[src/hdl/acfr_pkg.sv]
// shared types, character codes and hex helpers for the ascii command frame receiver
// no dependencies; imported by ascii_command_frame_receiver
package acfr_pkg;

  localparam logic [7:0] CHAR_CR     = 8'h0D;
  localparam logic [7:0] CHAR_TAB    = 8'h09;
  localparam logic [7:0] CHAR_SPACE  = 8'h20;
  localparam logic [7:0] CHAR_PLUS   = 8'h2B;
  localparam logic [7:0] CHAR_MINUS  = 8'h2D;
  localparam logic [7:0] CHAR_DOLLAR = 8'h24;
  localparam logic [7:0] CHAR_HASH   = 8'h23;
  localparam logic [7:0] CHAR_PCT    = 8'h25;
  localparam logic [7:0] CHAR_AT     = 8'h40;
  localparam logic [7:0] CHAR_STAR   = 8'h2A;
  localparam logic [7:0] CHAR_F      = 8'h46;
  localparam logic [7:0] CHAR_M      = 8'h4D;
  localparam logic [7:0] CHAR_P      = 8'h50;

  localparam logic [7:0] MIN_FRAME_LEN  = 8'd5;
  localparam logic [7:0] CSUM_START_POS = 8'd2;
  localparam logic [7:0] DEC_START_POS  = 8'd6;
  localparam logic [3:0] DEC_MAX_CHARS  = 4'd10;
  localparam logic [7:0] COUNT_MAX      = 8'd255;
  localparam logic [7:0] RESET_ADDRESS  = 8'd1;
  localparam logic [7:0] BROADCAST_ADDR = 8'd0;

  typedef enum logic [1:0] {
    STATUS_NOT_CMD  = 2'd0,
    STATUS_CSUM_ERR = 2'd1,
    STATUS_OTHER    = 2'd2,
    STATUS_ACCEPTED = 2'd3
  } status_t;

  typedef enum logic [3:0] {
    KIND_NONE      = 4'd0,
    KIND_ALL_IN    = 4'd1,
    KIND_ONE_IN    = 4'd2,
    KIND_DIG_IN    = 4'd3,
    KIND_DIG_OUT   = 4'd4,
    KIND_FIRMWARE  = 4'd5,
    KIND_NAME      = 4'd6,
    KIND_PROTOCOL  = 4'd7,
    KIND_ERROR     = 4'd8
  } kind_t;

  typedef enum logic [1:0] {
    DEC_LEAD = 2'd0,
    DEC_NUM  = 2'd1,
    DEC_STOP = 2'd2
  } dec_phase_t;

  // non-hex characters read as zero, both letter cases accepted
  function automatic logic [3:0] nib(input logic [7:0] c);
    logic [3:0] r;
    r = 4'd0;
    if (c >= 8'h30 && c <= 8'h39) r = c[3:0];
    else if ((c >= 8'h41 && c <= 8'h46) || (c >= 8'h61 && c <= 8'h66)) r = c[3:0] + 4'd9;
    return r;
  endfunction

  function automatic logic [7:0] hex_pair(input logic [15:0] two);
    return {nib(two[15:8]), nib(two[7:0])};
  endfunction

endpackage

[src/hdl/ascii_command_frame_receiver.sv]
// ascii command frame receiver: per-byte frame state and end-of-frame decode
// depends on acfr_pkg
//
// usage: bytes come in on rx_byte with rx_valid/rx_stall, one item per byte.
// every byte except carriage return only updates the frame state and gives no
// result. a carriage return ends the frame; its result (status, reply kind,
// channel, decimal value, hex byte and the two running error counts) is loaded
// into the result register as the byte is taken and is offered with
// res_valid until taken (res_valid high and res_stall low).
// throughput is one byte per cycle while rx_stall is low: the frame state update and
// the end of frame decode are both combinational logic in front of the registers.
// rx_stall is high while a result is held and res_stall is high, so no byte is
// taken while a result waits; a result can be taken and the next byte accepted
// in the same cycle.
// our_address is written with cfg_wen/cfg_wdata; the user must write it only while the
// block is idle, which the block itself does not enforce. synchronous reset clears
// the frame state, both counts, our_address to 1 and the result register valid flag.
module ascii_command_frame_receiver (
  input  logic              clk,
  input  logic              rst,
  input  logic              cfg_wen,
  input  logic [7:0]        cfg_wdata,
  input  logic              rx_valid,
  output logic              rx_stall,
  input  logic [7:0]        rx_byte,
  output logic              res_valid,
  input  logic              res_stall,
  output acfr_pkg::status_t frame_status,
  output acfr_pkg::kind_t   reply_kind,
  output logic [3:0]        channel,
  output logic [15:0]       decimal_value,
  output logic [7:0]        hex_byte,
  output logic [15:0]       checksum_errors,
  output logic [15:0]       error_replies
);
  import acfr_pkg::*;

  logic [7:0]  our_address;
  logic [7:0]  byte_count;
  logic [7:0]  first_char;
  logic [15:0] address_chars;
  logic [7:0]  command_char;
  logic [7:0]  second_payload_char;
  logic [7:0]  byte_sum;
  logic [15:0] trailing_pair;
  logic [15:0] decimal_accumulator;
  logic [3:0]  dec_used;
  dec_phase_t  dec_phase;
  logic        dec_neg;
  logic [15:0] crc_error_count;
  logic [15:0] error_reply_count;

  logic        rx_accept;
  logic        end_of_frame;
  logic [7:0]  leaving;

  logic [15:0] decimal_accumulator_next;
  logic [3:0]  dec_used_next;
  dec_phase_t  dec_phase_next;
  logic        dec_neg_next;

  status_t     status_next;
  kind_t       kind_next;
  logic [3:0]  chan_next;
  logic [15:0] dval_next;
  logic [7:0]  hb_next;
  logic [15:0] crc_error_count_next;
  logic [15:0] error_reply_count_next;
  logic        prefix_ok;
  logic [7:0]  addr;
  logic [7:0]  plen;

  assign rx_stall     = res_valid && res_stall;
  assign rx_accept    = rx_valid && !rx_stall;
  assign end_of_frame = (rx_byte == CHAR_CR);
  assign leaving      = trailing_pair[15:8];

  // decimal parser fed with the byte that leaves the held-back pair
  always_comb begin
    decimal_accumulator_next = decimal_accumulator;
    dec_used_next            = dec_used;
    dec_phase_next           = dec_phase;
    dec_neg_next             = dec_neg;
    if (byte_count >= DEC_START_POS && dec_used < DEC_MAX_CHARS) begin
      dec_used_next = dec_used + 4'd1;
      if (dec_phase != DEC_STOP) begin
        if (dec_phase == DEC_LEAD &&
            (leaving == CHAR_SPACE || (leaving >= CHAR_TAB && leaving <= CHAR_CR))) begin
          dec_phase_next = DEC_LEAD;
        end else if (dec_phase == DEC_LEAD &&
                     (leaving == CHAR_PLUS || leaving == CHAR_MINUS)) begin
          dec_neg_next   = (leaving == CHAR_MINUS);
          dec_phase_next = DEC_NUM;
        end else if (leaving >= 8'h30 && leaving <= 8'h39) begin
          decimal_accumulator_next = (decimal_accumulator << 3) + (decimal_accumulator << 1)
                                     + {12'd0, leaving[3:0]};
          dec_phase_next = DEC_NUM;
        end else begin
          dec_phase_next = DEC_STOP;
        end
      end
    end
  end

  // end of frame decode
  always_comb begin
    status_next            = STATUS_NOT_CMD;
    kind_next              = KIND_NONE;
    chan_next              = 4'd0;
    dval_next              = 16'd0;
    hb_next                = 8'd0;
    crc_error_count_next   = crc_error_count;
    error_reply_count_next = error_reply_count;
    prefix_ok = (first_char == CHAR_DOLLAR) || (first_char == CHAR_HASH) ||
                (first_char == CHAR_PCT) || (first_char == CHAR_AT) ||
                (first_char == CHAR_STAR);
    addr = hex_pair(address_chars);
    plen = byte_count - MIN_FRAME_LEN;
    if (byte_count >= MIN_FRAME_LEN && prefix_ok) begin
      if (byte_sum != hex_pair(trailing_pair)) begin
        status_next          = STATUS_CSUM_ERR;
        crc_error_count_next = crc_error_count + 16'd1;
      end else if (addr != our_address && addr != BROADCAST_ADDR) begin
        status_next = STATUS_OTHER;
      end else begin
        status_next = STATUS_ACCEPTED;
        if (first_char == CHAR_HASH) begin
          if (plen == 8'd0) begin
            kind_next = KIND_ALL_IN;
          end else if (plen == 8'd1) begin
            kind_next = KIND_ONE_IN;
            chan_next = nib(command_char);
          end else begin
            // analog write: no reply kind
            chan_next = nib(command_char);
            dval_next = dec_neg ? (16'd0 - decimal_accumulator) : decimal_accumulator;
          end
        end else if (first_char == CHAR_AT) begin
          if (plen == 8'd0) begin
            kind_next = KIND_DIG_IN;
          end else begin
            kind_next = KIND_DIG_OUT;
            hb_next   = hex_pair({command_char, second_payload_char});
          end
        end else if (first_char == CHAR_DOLLAR && plen == 8'd1 && command_char == CHAR_F) begin
          kind_next = KIND_FIRMWARE;
        end else if (first_char == CHAR_DOLLAR && plen == 8'd1 && command_char == CHAR_M) begin
          kind_next = KIND_NAME;
        end else if (first_char == CHAR_DOLLAR && plen == 8'd1 && command_char == CHAR_P) begin
          kind_next = KIND_PROTOCOL;
        end else begin
          kind_next              = KIND_ERROR;
          error_reply_count_next = error_reply_count + 16'd1;
        end
      end
    end
  end

  always_ff @(posedge clk) begin
    if (rst) begin
      our_address <= RESET_ADDRESS;
    end else if (cfg_wen) begin
      our_address <= cfg_wdata;
    end
  end

  // frame state
  always_ff @(posedge clk) begin
    if (rst) begin
      byte_count          <= 8'd0;
      first_char          <= 8'd0;
      address_chars       <= 16'd0;
      command_char        <= 8'd0;
      second_payload_char <= 8'd0;
      byte_sum            <= 8'd0;
      trailing_pair       <= 16'd0;
      decimal_accumulator <= 16'd0;
      dec_used            <= 4'd0;
      dec_phase           <= DEC_LEAD;
      dec_neg             <= 1'b0;
      crc_error_count     <= 16'd0;
      error_reply_count   <= 16'd0;
    end else if (rx_accept) begin
      if (end_of_frame) begin
        byte_count          <= 8'd0;
        first_char          <= 8'd0;
        address_chars       <= 16'd0;
        command_char        <= 8'd0;
        second_payload_char <= 8'd0;
        byte_sum            <= 8'd0;
        trailing_pair       <= 16'd0;
        decimal_accumulator <= 16'd0;
        dec_used            <= 4'd0;
        dec_phase           <= DEC_LEAD;
        dec_neg             <= 1'b0;
        crc_error_count     <= crc_error_count_next;
        error_reply_count   <= error_reply_count_next;
      end else begin
        case (byte_count)
          8'd0:    first_char          <= rx_byte;
          8'd1:    address_chars       <= {rx_byte, 8'd0};
          8'd2:    address_chars       <= {address_chars[15:8], rx_byte};
          8'd3:    command_char        <= rx_byte;
          8'd4:    second_payload_char <= rx_byte;
          default: ;
        endcase
        // the last two bytes are held back as checksum digits
        if (byte_count >= CSUM_START_POS) byte_sum <= byte_sum + leaving;
        trailing_pair       <= {trailing_pair[7:0], rx_byte};
        decimal_accumulator <= decimal_accumulator_next;
        dec_used            <= dec_used_next;
        dec_phase           <= dec_phase_next;
        dec_neg             <= dec_neg_next;
        if (byte_count != COUNT_MAX) byte_count <= byte_count + 8'd1;
      end
    end
  end

  // result register
  always_ff @(posedge clk) begin
    if (rst) begin
      res_valid <= 1'b0;
    end else if (rx_accept && end_of_frame) begin
      res_valid <= 1'b1;
    end else if (!res_stall) begin
      res_valid <= 1'b0;
    end
  end

  always_ff @(posedge clk) begin
    if (rx_accept && end_of_frame) begin
      frame_status    <= status_next;
      reply_kind      <= kind_next;
      channel         <= chan_next;
      decimal_value   <= dval_next;
      hex_byte        <= hb_next;
      checksum_errors <= crc_error_count_next;
      error_replies   <= error_reply_count_next;
    end
  end

  a_eof_clears: assert property (@(posedge clk) disable iff (rst)
    (rx_accept && end_of_frame) |=> (res_valid && byte_count == 8'd0 && byte_sum == 8'd0))
    else $error("frame end did not load result or clear frame state");

  a_stall_only_when_full: assert property (@(posedge clk) disable iff (rst)
    rx_stall |-> res_valid)
    else $error("input stalled with no result waiting");

  a_kind_needs_accept: assert property (@(posedge clk) disable iff (rst)
    (res_valid && frame_status != STATUS_ACCEPTED) |-> (reply_kind == KIND_NONE))
    else $error("reply kind set on a frame that was not accepted");

  a_counts_match: assert property (@(posedge clk) disable iff (rst)
    res_valid |-> (checksum_errors == crc_error_count && error_replies == error_reply_count))
    else $error("reported counts differ from running counts");

  a_error_count_step: assert property (@(posedge clk) disable iff (rst)
    (rx_accept && end_of_frame && kind_next != KIND_ERROR)
      |=> (error_reply_count == $past(error_reply_count)))
    else $error("error reply count moved without an error reply");

endmodule

[config.mk]
export PLATFORM = sky130hd
export DESIGN_NAME = ascii_command_frame_receiver
export DESIGN_NICKNAME = d
export VERILOG_FILES = /design/src/hdl/acfr_pkg.sv /design/src/hdl/ascii_command_frame_receiver.sv
export SDC_FILE = /design/constraint.sdc
export NUM_CORES = 1
export LEC_CHECK = 0
export CORE_MARGIN = 8
export CORE_UTILIZATION = 57
export CTS_BUF_LIST = sky130_fd_sc_hd__clkbuf_4 sky130_fd_sc_hd__clkbuf_8
export DETAILED_ROUTE_END_ITERATION = 10
export DONT_BUFFER_PORTS = 1
export GPL_TIMING_DRIVEN = 0
export PLACE_DENSITY = 0.68
export SKIP_LAST_GASP = 1
export SYNTH_ARGS = -nofsm -noshare
export SYNTH_HDL_FRONTEND = slang
export SYNTH_SLANG_ARGS = --single-unit
[constraint.sdc]
create_clock -name clk -period 5.7 [get_ports clk]
set_clock_uncertainty 0.2 [all_clocks]
set_input_delay 1.14 -clock clk [delete_from_list [all_inputs] [get_ports clk]]
set_output_delay 1.14 -clock clk [all_outputs]
set_load 0.005 [all_outputs]
==> impl_metrics.env <==
export IMPL_vias=9337
export IMPL_fp_row_count=51
export IMPL_insertion_delay_ns=0.54
export IMPL_min_from="trailing_pair[5]$_SDFFE_PP0P_"
export IMPL_holdWs_ns=0.280
export IMPL_cts_sinks=202
export IMPL_post_cts_buffers=0
export IMPL_critPathRequiredTime_ns=5.76
export IMPL_nFillCells=1659
export IMPL_start_util_pct=58.3
export IMPL_synth_distinct_cells=86
export IMPL_p_clk_share_pct=47.5
export IMPL_grt_max_degree=64
export IMPL_grt_setup_unrepaired="no"
export IMPL_stdcell_area_mm2=0.0126
export IMPL_nets=1372
export IMPL_placed_area_mm2=0.0118
export IMPL_netlist_instances=1250
export IMPL_yosys_register_bits=202
export IMPL_use_met1_pct=30.6
export IMPL_grt_pass1_wl_um=45800
export IMPL_setup_violations=0
export IMPL_reg2reg_from="address_chars[8]$_SDFFE_PP0P_"
export IMPL_setup_ws_ns=1.40
export IMPL_min_period_over_period_pct=75.5
export IMPL_clk_pin_slew_worst_paths_ns=0.06
export IMPL_pre_cts_slack_ns=1.47
export IMPL_cts_hold_buffers_added=0
export IMPL_use_met3_pct=4.61
export IMPL_post_synth_top_count_cell="nor2_1"
export IMPL_antenna_cells=0
export IMPL_seqPwrFrac_pct=47.2
export IMPL_p_leak_nw=4.95
export IMPL_synth_seq_area_share_pct=41.2
export IMPL_synth_top_area_cell="dfxtp_1"
export IMPL_fp_dieW_um=158
export IMPL_hold_violations=0
export IMPL_numCtsBuffers=35
export IMPL_antenna_found_initial=0
export IMPL_fmax_mhz=232
export IMPL_grt_ovfl_total=0
export IMPL_io_pins=89
export IMPL_cts_tree="done"
export IMPL_slew_violations=0
export IMPL_drive_above_1_share_pct=8.60
export IMPL_internal_power_w=0.00249
export IMPL_status="complete, no violations"
export IMPL_drt_iter0_drc=741
export IMPL_cap_violations=0
export IMPL_netSwitchingFraction_pct=22.8
export IMPL_die_h_um=158
export IMPL_avgSynthCellArea_um2=9.14
export IMPL_crit_arrival_ns=4.36
export IMPL_syn_area_mm2=0.0114
export IMPL_final_core_util_pct=64.4
export IMPL_hold_path_class="reg2reg"
export IMPL_maxSlewHeadroom_pct=28.0
export IMPL_critPathKind="reg2reg"
export IMPL_synth_top_cell_area_share_pct=23.8
export IMPL_core_area_mm2=0.0196
export IMPL_netlist_top_cells_count="nor2_1, dfxtp_1, nand2_1, edfxtp_1, a21oi_1"
export IMPL_wire_per_inst_um=17.9
export IMPL_layout_min_cycle_time_ns=4.30
export IMPL_ys_warn_count=0
export IMPL_power_frac_comb_pct=5.4
export IMPL_via_per_inst=5.91
export IMPL_cts_buffer_depth=3
export IMPL_power_switching_w=0.000735
export IMPL_start_kind="register"
export IMPL_drt_pass1_iter_count=4
export IMPL_cts_root_buf="clkbuf_8"
export IMPL_synth_edf_count=66
export IMPL_synth_area_leaders="dfxtp_1, edfxtp_1, ha_1, nor2_1, nand2_1"
export IMPL_cts_htree_levels=2
export IMPL_cp_end_kind="register"
export IMPL_antenna_left=0
export IMPL_startpoint="address_chars[8]$_SDFFE_PP0P_"
export IMPL_gp_congestion=0.871
export IMPL_dp_hpwl_um=20300
export IMPL_wl_um=28200
export IMPL_die_area_mm2=0.0248
export IMPL_port_buffers=0
export IMPL_track_usage_pct=22.9
export IMPL_busiest_layer="met2"
export IMPL_synth_fp_nets=1334
export IMPL_grt_pass1_vias=8759
export IMPL_worst_path_max_fanout=10
export IMPL_area_delta_synth_final_pct=10.4
export IMPL_power_density_mw_per_mm2=256
export IMPL_cts_resized=0
export IMPL_max_slew_worst_pin_slew_ns=1.08
export IMPL_vdd_drop_max_mv=0.242
export IMPL_ys_flop_type="dfxtp_1"
export IMPL_grt_use_met2_pct=37.1
export IMPL_synth_async_sr_flop_share_pct=0
export IMPL_drc=0
## stage by stage
| stage | power, W | instances | TNS, ns |
|---|---|---|---|
| after floorplan | 0.00167 | 1250 | 0 |
| after global placement | 0.00172 | 1515 | -9.24 |
| after detailed placement | 0.00172 | 1516 | 0 |
| after CTS | 0.00325 | 1579 | 0 |
| after global routing | 0.00335 | 1579 | 0 |
| final | 0.00322 | 1579 | 0 |
## cell families (layout without fill, tap and decap cells)
group           after synthesis  in the layout  synth area share (%)
mux                          43             43                  3.94
fa+ha+maj                    63             63                  7.10
flops                       202            202                  41.2
xor+xnor                     82             82                  6.35
buf+inv                     100            164                  3.66
compound gates              236            236                  14.2
simple gates                524            524                  23.6
## layer usage
metal,wire length [µm],up-vias
met5,0,-
met4,394,0
met3,1360,30
met2,13000,222
met1,13400,4468
li1,-,4617
## worst max-delay path: stages (launching register included)
cell and delay, ns:
dfxtp_1 0.49, inv_1 0.13, ha_1 0.24, o21bai_1 0.26, a21oi_1 0.20, o311ai_0 0.37
a221o_1 0.17, a2111oi_0 0.06, a31oi_1 0.87, nand4bb_1 0.29, clkbuf_1 0.27, clkbuf_1 0.34
nor2_1 0.12
## worst paths after layout
kind / endpoint / slack, ns / depth (start not counted)
worst max-delay path: decimal_value[10]$_SDFFCE_PP0P_ / 1.40 / 12
worst min-delay path: trailing_pair[5]$_SDFFE_PP0P_ / 0.28 / 2
worst max register to register: decimal_value[10]$_SDFFCE_PP0P_ / 1.40 / 12
worst min register to register: trailing_pair[5]$_SDFFE_PP0P_ / 0.28 / 2
## power groups by stage
| stage | combinational (W) | sequential [W] | clock, W |
|---|---|---|---|
| floorplan | 0.000129 | 0.00154 | 0 |
| global placement | 0.000167 | 0.00155 | 0 |
| detailed placement | 0.000170 | 0.00155 | 0 |
| CTS | 0.000171 | 0.00152 | 0.00156 |
| global route | 0.000191 | 0.00152 | 0.00164 |
| finish | 0.000173 | 0.00152 | 0.00153 |
## sequential cells by signal (all words and copies together) (netlist names), 2 cells and up
| signal | count |
|---|---|
| channel | 4 |
| byte_count | 8 |
| dec_phase | 2 |
| frame_status | 2 |
| our_address | 8 |
| second_payload_char | 8 |
| decimal_accumulator | 16 |
| command_char | 8 |
| decimal_value | 16 |
| trailing_pair | 16 |
| first_char | 8 |
| reply_kind | 4 |
| hex_byte | 8 |
| checksum_errors | 16 |
| crc_error_count | 16 |
| error_replies | 16 |
| byte_sum | 8 |
| address_chars | 16 |
| error_reply_count | 16 |
| dec_used | 4 |
## final cells by class
cell class / instances / area [µm²] / area share (%)
multi-input cells: 948 / 6300 / 50.0
flip-flops and latches: 202 / 4700 / 37.3
clock buffers: 52 / 666 / 5.28
well taps: 265 / 332 / 2.63
plain buffers: 58 / 264 / 2.09
inverters: 42 / 158 / 1.25
clock inverters: 11 / 156 / 1.24
repair buffers: 1 / 27.5 / 0.218
## placed cells by master, fill, tap and decap left out, types with 12 or more instances in the layout
master	instances
mux2i_1	27
ha_1	60
a22oi_1	37
xor2_1	44
and3_1	21
clkbuf_1	47
dfxtp_1	136
clkbuf_8	47
edfxtp_1	66
or3_1	15
a21oi_1	64
nor2b_1	30
nor4b_1	13
nand2b_1	12
and2_1	13
a31oi_1	12
xnor2_1	37
nand3_1	36
nor4_1	31
nor2_1	153
mux2_2	15
nor3_1	30
nand2_1	112
o21ai_0	29
inv_1	42
No activity file was read; power rests on OpenSTA's default activity.
